===== config.mk =====
export PLATFORM = sky130hd
export DESIGN_NAME = u128alu_cell
export DESIGN_NICKNAME = d
export VERILOG_FILES = /design/src/sv/u128alu_pkg.sv /design/src/sv/u128alu_cell.sv
export SDC_FILE = /design/constraint.sdc
export NUM_CORES = 1
export LEC_CHECK = 0
export ABC_AREA = 1
export BUFFER_PORTS_ARGS = -buffer_cell sky130_fd_sc_hd__buf_4
export CAP_MARGIN = 5
export CORE_AREA = 2 2 410 412
export CTS_BUF_LIST = sky130_fd_sc_hd__clkbuf_4
export DETAILED_ROUTE_END_ITERATION = 8
export DIE_AREA = 0 0 412 414
export PLACE_DENSITY_LB_ADDON = 0.25
export SLEW_MARGIN = 20
export SYNTH_ARGS = -nofsm -noshare
export SYNTH_HDL_FRONTEND = slang
export SYNTH_SLANG_ARGS = --single-unit

===== constraint.sdc =====
create_clock -name clock -period 3.8 [get_ports clock]
set_input_delay 0.57 -clock clock [delete_from_list [all_inputs] [get_ports clock]]
set_output_delay 0.57 -clock clock [all_outputs]
set_load 0.02 [all_outputs]

===== src/sv/u128alu_pkg.sv =====
package u128alu_pkg;

   localparam int unsigned WordWidth = 128;
   localparam int unsigned HalfWidth = 64;

   typedef enum logic [2:0] {
      ACT_ADD    = 3'd0,
      ACT_SUB    = 3'd1,
      ACT_MUL    = 3'd2,
      ACT_SHL    = 3'd3,
      ACT_SHR    = 3'd4,
      ACT_DIVMOD = 3'd5,
      ACT_SETBIT = 3'd6,
      ACT_GETBIT = 3'd7
   } action_type;

   // Everything one word carries down the row of cells.
   typedef struct packed {
      action_type        action;
      logic [127:0]      a;
      logic [127:0]      b;
      logic [127:0]      acc;    // quotient or plain result
      logic [127:0]      rem;    // partial remainder, mul product
      logic              less_than;
      logic              equal;
      logic              bit_value;
      logic              divide_by_zero;
   } lane_type;

endpackage


===== src/sv/u128alu_cell.sv =====
module u128alu_cell
   import u128alu_pkg::*;
#(
   parameter int unsigned BitPos = 127
)
(
   input  logic     clock,
   input  logic     reset,
   input  logic     advance,
   input  logic     in_valid,
   input  lane_type in_lane,
   output logic     out_valid,
   output lane_type out_lane
);

   logic     valid_ff;
   lane_type lane_ff, lane_in;
   logic [128:0] shifted;
   logic [128:0] diff;
   logic [127:0] part;

   always_comb begin
      lane_in = in_lane;
      shifted = {in_lane.rem, in_lane.a[BitPos]};
      diff    = shifted - {1'b0, in_lane.b};
      part    = in_lane.a << BitPos;
      if (in_lane.action == ACT_DIVMOD && !in_lane.divide_by_zero) begin
         // Restoring step: keep the shifted remainder when the subtract borrows.
         if (!diff[128]) begin
            lane_in.rem         = diff[127:0];
            lane_in.acc[BitPos] = 1'b1;
         end else begin
            lane_in.rem = shifted[127:0];
         end
      end else if (in_lane.action == ACT_MUL) begin
         // Shift-and-add: one multiplier bit per cell, summed into rem.
         lane_in.acc = '0;
         lane_in.rem = in_lane.rem + (in_lane.b[BitPos] ? part : '0);
      end
   end

   always_ff @(posedge clock) begin
      if (reset) begin
         valid_ff <= 1'b0;
      end else if (advance) begin
         valid_ff <= in_valid;
      end
      if (advance) begin
         lane_ff <= lane_in;
      end
   end

   assign out_valid = valid_ff;
   assign out_lane  = lane_ff;

endmodule


# --- After elaboration in Yosys (flattened, before gate mapping) ---
# Index checks and enable logic that the tools add are counted.
classes:
  addsub: 2
  n_eq_ne: 2
  muxes: 7
  n_reduce_logical: 2
op_table:
  columns: ["op", "count"]
  rows:
  - ["128-bit 2-to-1 mux", 3]
  - ["256-bit 2-to-1 mux", 1]
  - ["129-bit by 128-bit subtractor with 129-bit output", 1]
  - ["128-bit adder", 1]
  - ["127-bit 2-to-1 mux", 1]
  - ["3-bit by 2-bit equality test with 1-bit output, second input constant", 1]
  - ["3-bit equality test, second input constant", 1]
  - ["1-bit 2-to-1 mux", 2]
  - ["1-bit logical AND", 1]
  - ["1-bit zero test", 1]
word_totals:
  reg_bits: 520
  input_bits: 523
  output_inout_bits: 520
  wordCells: 23

# --- Depth between registers and ports, before layout ---
logic_depth:
  depth_word: 4
  mapped_depth: 23

# --- Worst setup path before layout ---
# Ideal clock, no wire load.
synth_timing:
  kind: "in2reg"
  startpoint: "input port in_lane[515] in the netlist's numbering"
  endpoint: "register lane_ff (netlist bit out_lane[23]) (data pin)"
  setup_time_ps: 253
  arrival_time_ps: 2609
  required_time_ps: 3547
  slack_ps: 938
  cell_stages: 23
  cell_sequence: "inv_1 -> ha_1 -> fa_1 -> inv_1 -> nand2_1 -> nand2_1 -> nand3_1 -> nand2_2 -> nand2_1 -> nand2_2 -> nand2_2 -> nand2_4 -> nand2_2 -> nand2_2 -> nand2_2 -> nand2_2 -> nand2_2 -> nand2_4 -> buf_12 -> buf_12 -> nand2_2 -> nand3_1 -> nand2_1"
synth_lines:
  columns: ["item", "line_no", "source"]
  rows:
  - ["from (decl)", "u128alu_cell.sv:11", "input lane_type in_lane,"]
  - ["to (signal assigned)", "u128alu_cell.sv:49", "lane_ff <= lane_in;"]
  - ["to (decl)", "u128alu_cell.sv:17", "lane_type lane_ff, lane_in;"]

==> results.tsv <==
stage	metric	value	unit
status	status	completed	
timing	final setup fails	0	
synthesis	Avg Inst Size Synth	7.19	um^2
layout	post-layout net count	7633	
pwr	switching part of the total power	0.364	
die	Die Wd	412	um
pwr	PwrDens	340	mW/mm^2
timing	final hold violations	0	
detailed_routing	drt via density	4.17	
synthesis	Seq/Total Area, Yosys	0.451	
layout	Design Area, Final	0.0570	mm^2
placement	area post-placement	0.0462	mm^2
timing	RSZ-0062 raised after global routing	false	
placement	Placer Congestion	1.04	
die	full die area	0.171	mm^2
pwr	clock network power share	0.300	
placement	Port Buf Inserts	1042	
detailed_routing	First-pass DRT Iterations	5	
grt	grt ovf	0	
pwr	Combinational Power Share	0.335	
detailed_routing	detailed-route via count	38900	
detailed_routing	DRC	0	
min_path	hold path start	in_lane[342]	
timing	Sum Neg Setup Slack	0	ns
die	initial core utilization	0.208	
worst_setup_path	crit path max fanout	4	
layout	share of post-route cells with drive strength above 1	0.224	
layout	fin cells	9333	
detailed_routing	WL final	214	mm
synthesis	EDFF count, synth	519	
die	Site Rows	150	
worst_setup_path	Crit. End Element	register	
clock_network	Num CTS Buffers	162	
timing	part of the cycle the worst path needs	0.973	
pwr	Design Power	19.4	mW
worst_setup_path	Worst Path Required	4.76	ns
placement	placed cells	8154	
pwr	Flop pwr share	0.365	
run	maxcap violations	0	
worst_setup_path	Worst path most repeated cell	nand2_1	
synthesis	asr flop ratio synth	0	
clock_network	clk buf depth	3	
worst_setup_path	Slowest cell on crit path	dlygate4sd3_1	
layout	commonest non-fill, non-tap cell in the layout	nand2_1	
layout	synth-to-layout area growth	64.6	%
pwr	Switch Pwr	7.06	mW
layout	# fillers	17900	
clock_network	register clock-pin slew on the reported worst setup and hold paths	0.05	ns
clock_network	clock root buffer master	clkbuf_4	
grt	largest net degree at the start of global routing	128	
clock_network	TritonCTS clock tree	yes	
synthesis	syn_nets	5470	
detailed_routing	initial DRC count	2540	
timing	Worst slew margin	0.405	
detailed_routing	wire length per cell	23.0	um
worst_setup_path	worst path cell trace	dlygate4sd3_1 > buf_4 > ha_1 > nand2_1 > nor2_1 > nand2_1 > nor2_1 > and2_1 > nand2_1 > nand3_1 > nand2_1 > nand3_1 > nand2_1 > inv_1 > nand2_1 > nand3_1 > nand2_1 > dlygate4sd3_1	
worst_setup_path	CP max stage delay	0.55	ns
worst_setup_path	r2r setup slk	2.66	ns
synthesis	synthesis warning total	0	
pwr	Static Leak	29.6	nW
layout	final core utilization	0.343	
worst_setup_path	origin of the worst setup path	in_lane[39]	
clock_network	CTS HTree Levels	4	
min_path	Hold Crit Class	in2reg	
synthesis	top_reg_cell synth	edfxtp_1	
detailed_routing	Routed Antenna Nets	0	
timing	minimum clock period	3.70	ns
synthesis	Synth Register Bits	520	
worst_setup_path	Worst Path Arrival	4.65	ns
synthesis	Post-Syn Instances	4818	
clock_network	Clk Latency, worst-skew pair	1.15	ns
timing	worst-margin pin slew	0.892	ns
grt	global-route wire length before repair	294	mm
pwr	VDD IR max	0.299	mV
die	Die Height	414	um
timing	Max Clk Rate	271	MHz
worst_setup_path	worst reg2reg path startpoint	out_valid	
synthesis	Cell variety after synth	40	
grt	total track usage	0.245	
worst_setup_path	CP Class	in2reg	
pwr	Internal	12.3	mW
timing	final max-slew violation count	0	
timing	Final Skew	0	ns
worst_setup_path	Startpoint Class	input port	
synthesis	synthesized area	0.0346	mm^2
layout	most frequent cells in the layout	nand2_1, buf_4, inv_1	
die	Core Region	0.166	mm^2
die	Ports	1043	
grt	vias in the first global route	39700	
clock_network	CTS sink cnt	520	
grt	initial antenna violation count	30	
placement	DP Wirelength	178	mm
## critical path: cells and delay by family
kind	cells	cell delay [ns]
adder cells (fa/ha/maj)	1	0.37
buffers and inverters	4	1.29
AND/OR/NAND/NOR	13	2.40
## registers in the layout, indices dropped and copies added, names as in the netlist
register	cells
out_lane	519
out_valid	1
## cell type report
type                    instances  area [um^2]  area share
clock buffers                 230         1730      0.0303
well taps                    2204         2760      0.0484
repair buffers               2068        18000       0.315
inverters                    1160         4360      0.0765
diodes                         28         70.1     0.00123
flip-flops and latches        520        15600       0.274
clock inverters                54          300     0.00527
multi-input cells            3069        14200       0.249
## cells in the mapped netlist (2+ instances only)
master    instances  area (um^2)
buf_6             9          101
nand4_1          27          169
buf_4             3         22.5
buf_12            7          140
and3_1            2         12.5
a21oi_1         116          581
nand3_1         230         1150
a31oi_1           2         12.5
ha_1            128         1600
nand2_2          62          388
inv_1          1145         4300
nand2_4           2         22.5
nand2_1        1997         7500
o21ai_0          40          200
nand3_2          21          210
nor2_4            9          101
nor3_1           15         75.1
nand3b_1         14          105
nor4_1            2         12.5
edfxtp_1        519        15600
buf_2            17         85.1
nor2_1          277         1040
o21bai_1         17          128
xor2_1            3         26.3
a21o_1            5         37.5
a21oi_2           2         17.5
nor2_2           21          131
xnor2_1          60          526
inv_2            15         56.3
clkbuf_1         32          120
and2_1           10         62.6
## cells by family after synthesis
family / Yosys count / share of synthesized area
simple gates: 2693 / 0.319
buf+inv: 1229 / 0.139
flops: 520 / 0.451
compound gates: 183 / 0.0283
fa+ha+maj: 129 / 0.0468
xor+xnor: 63 / 0.0159
mux: 1 / 0.000289
## layer usage
metal  GRT usage  part of all wire
met3      0.0442             0.051
met1       0.282              0.40
met5           0           0.00051
met2       0.436              0.50
met4       0.113             0.050
## per-stage QoR
step	hold slack (ns)	worst slack, ns
global placement	0.474	-0.332
detailed placement	0.493	-0.265
finish	0.149	0.103
CTS	0.0000917	0.284
floorplan	0.579	0.938
global route	0.00621	0.0875
## power groups by stage
stage	Combinational (mW)	Sequential, mW	Clock [mW]
2_1_floorplan	2.11	7.73	0
3_3_place_gp	5.68	7.19	0
3_5_place_dp	5.67	7.19	0
4_1_cts	6.48	7.08	6.06
5_1_grt	6.94	7.10	6.37
6_report	6.49	7.08	5.82
## final timing paths
kind / cells past startpoint / end
max: 18 / out_lane[82]
min: 2 / out_lane[342]
max reg2reg: 3 / out_valid
min reg2reg: 3 / out_valid
## repair_timing
item,4_1_cts,5_1_grt
resized for setup,0,4
hold endpoints to repair,646,0
setup endpoints to repair,0,3
buffers inserted,0,3
hold buffers,864,0
Note: power is estimated with default switching activity, not from simulation.
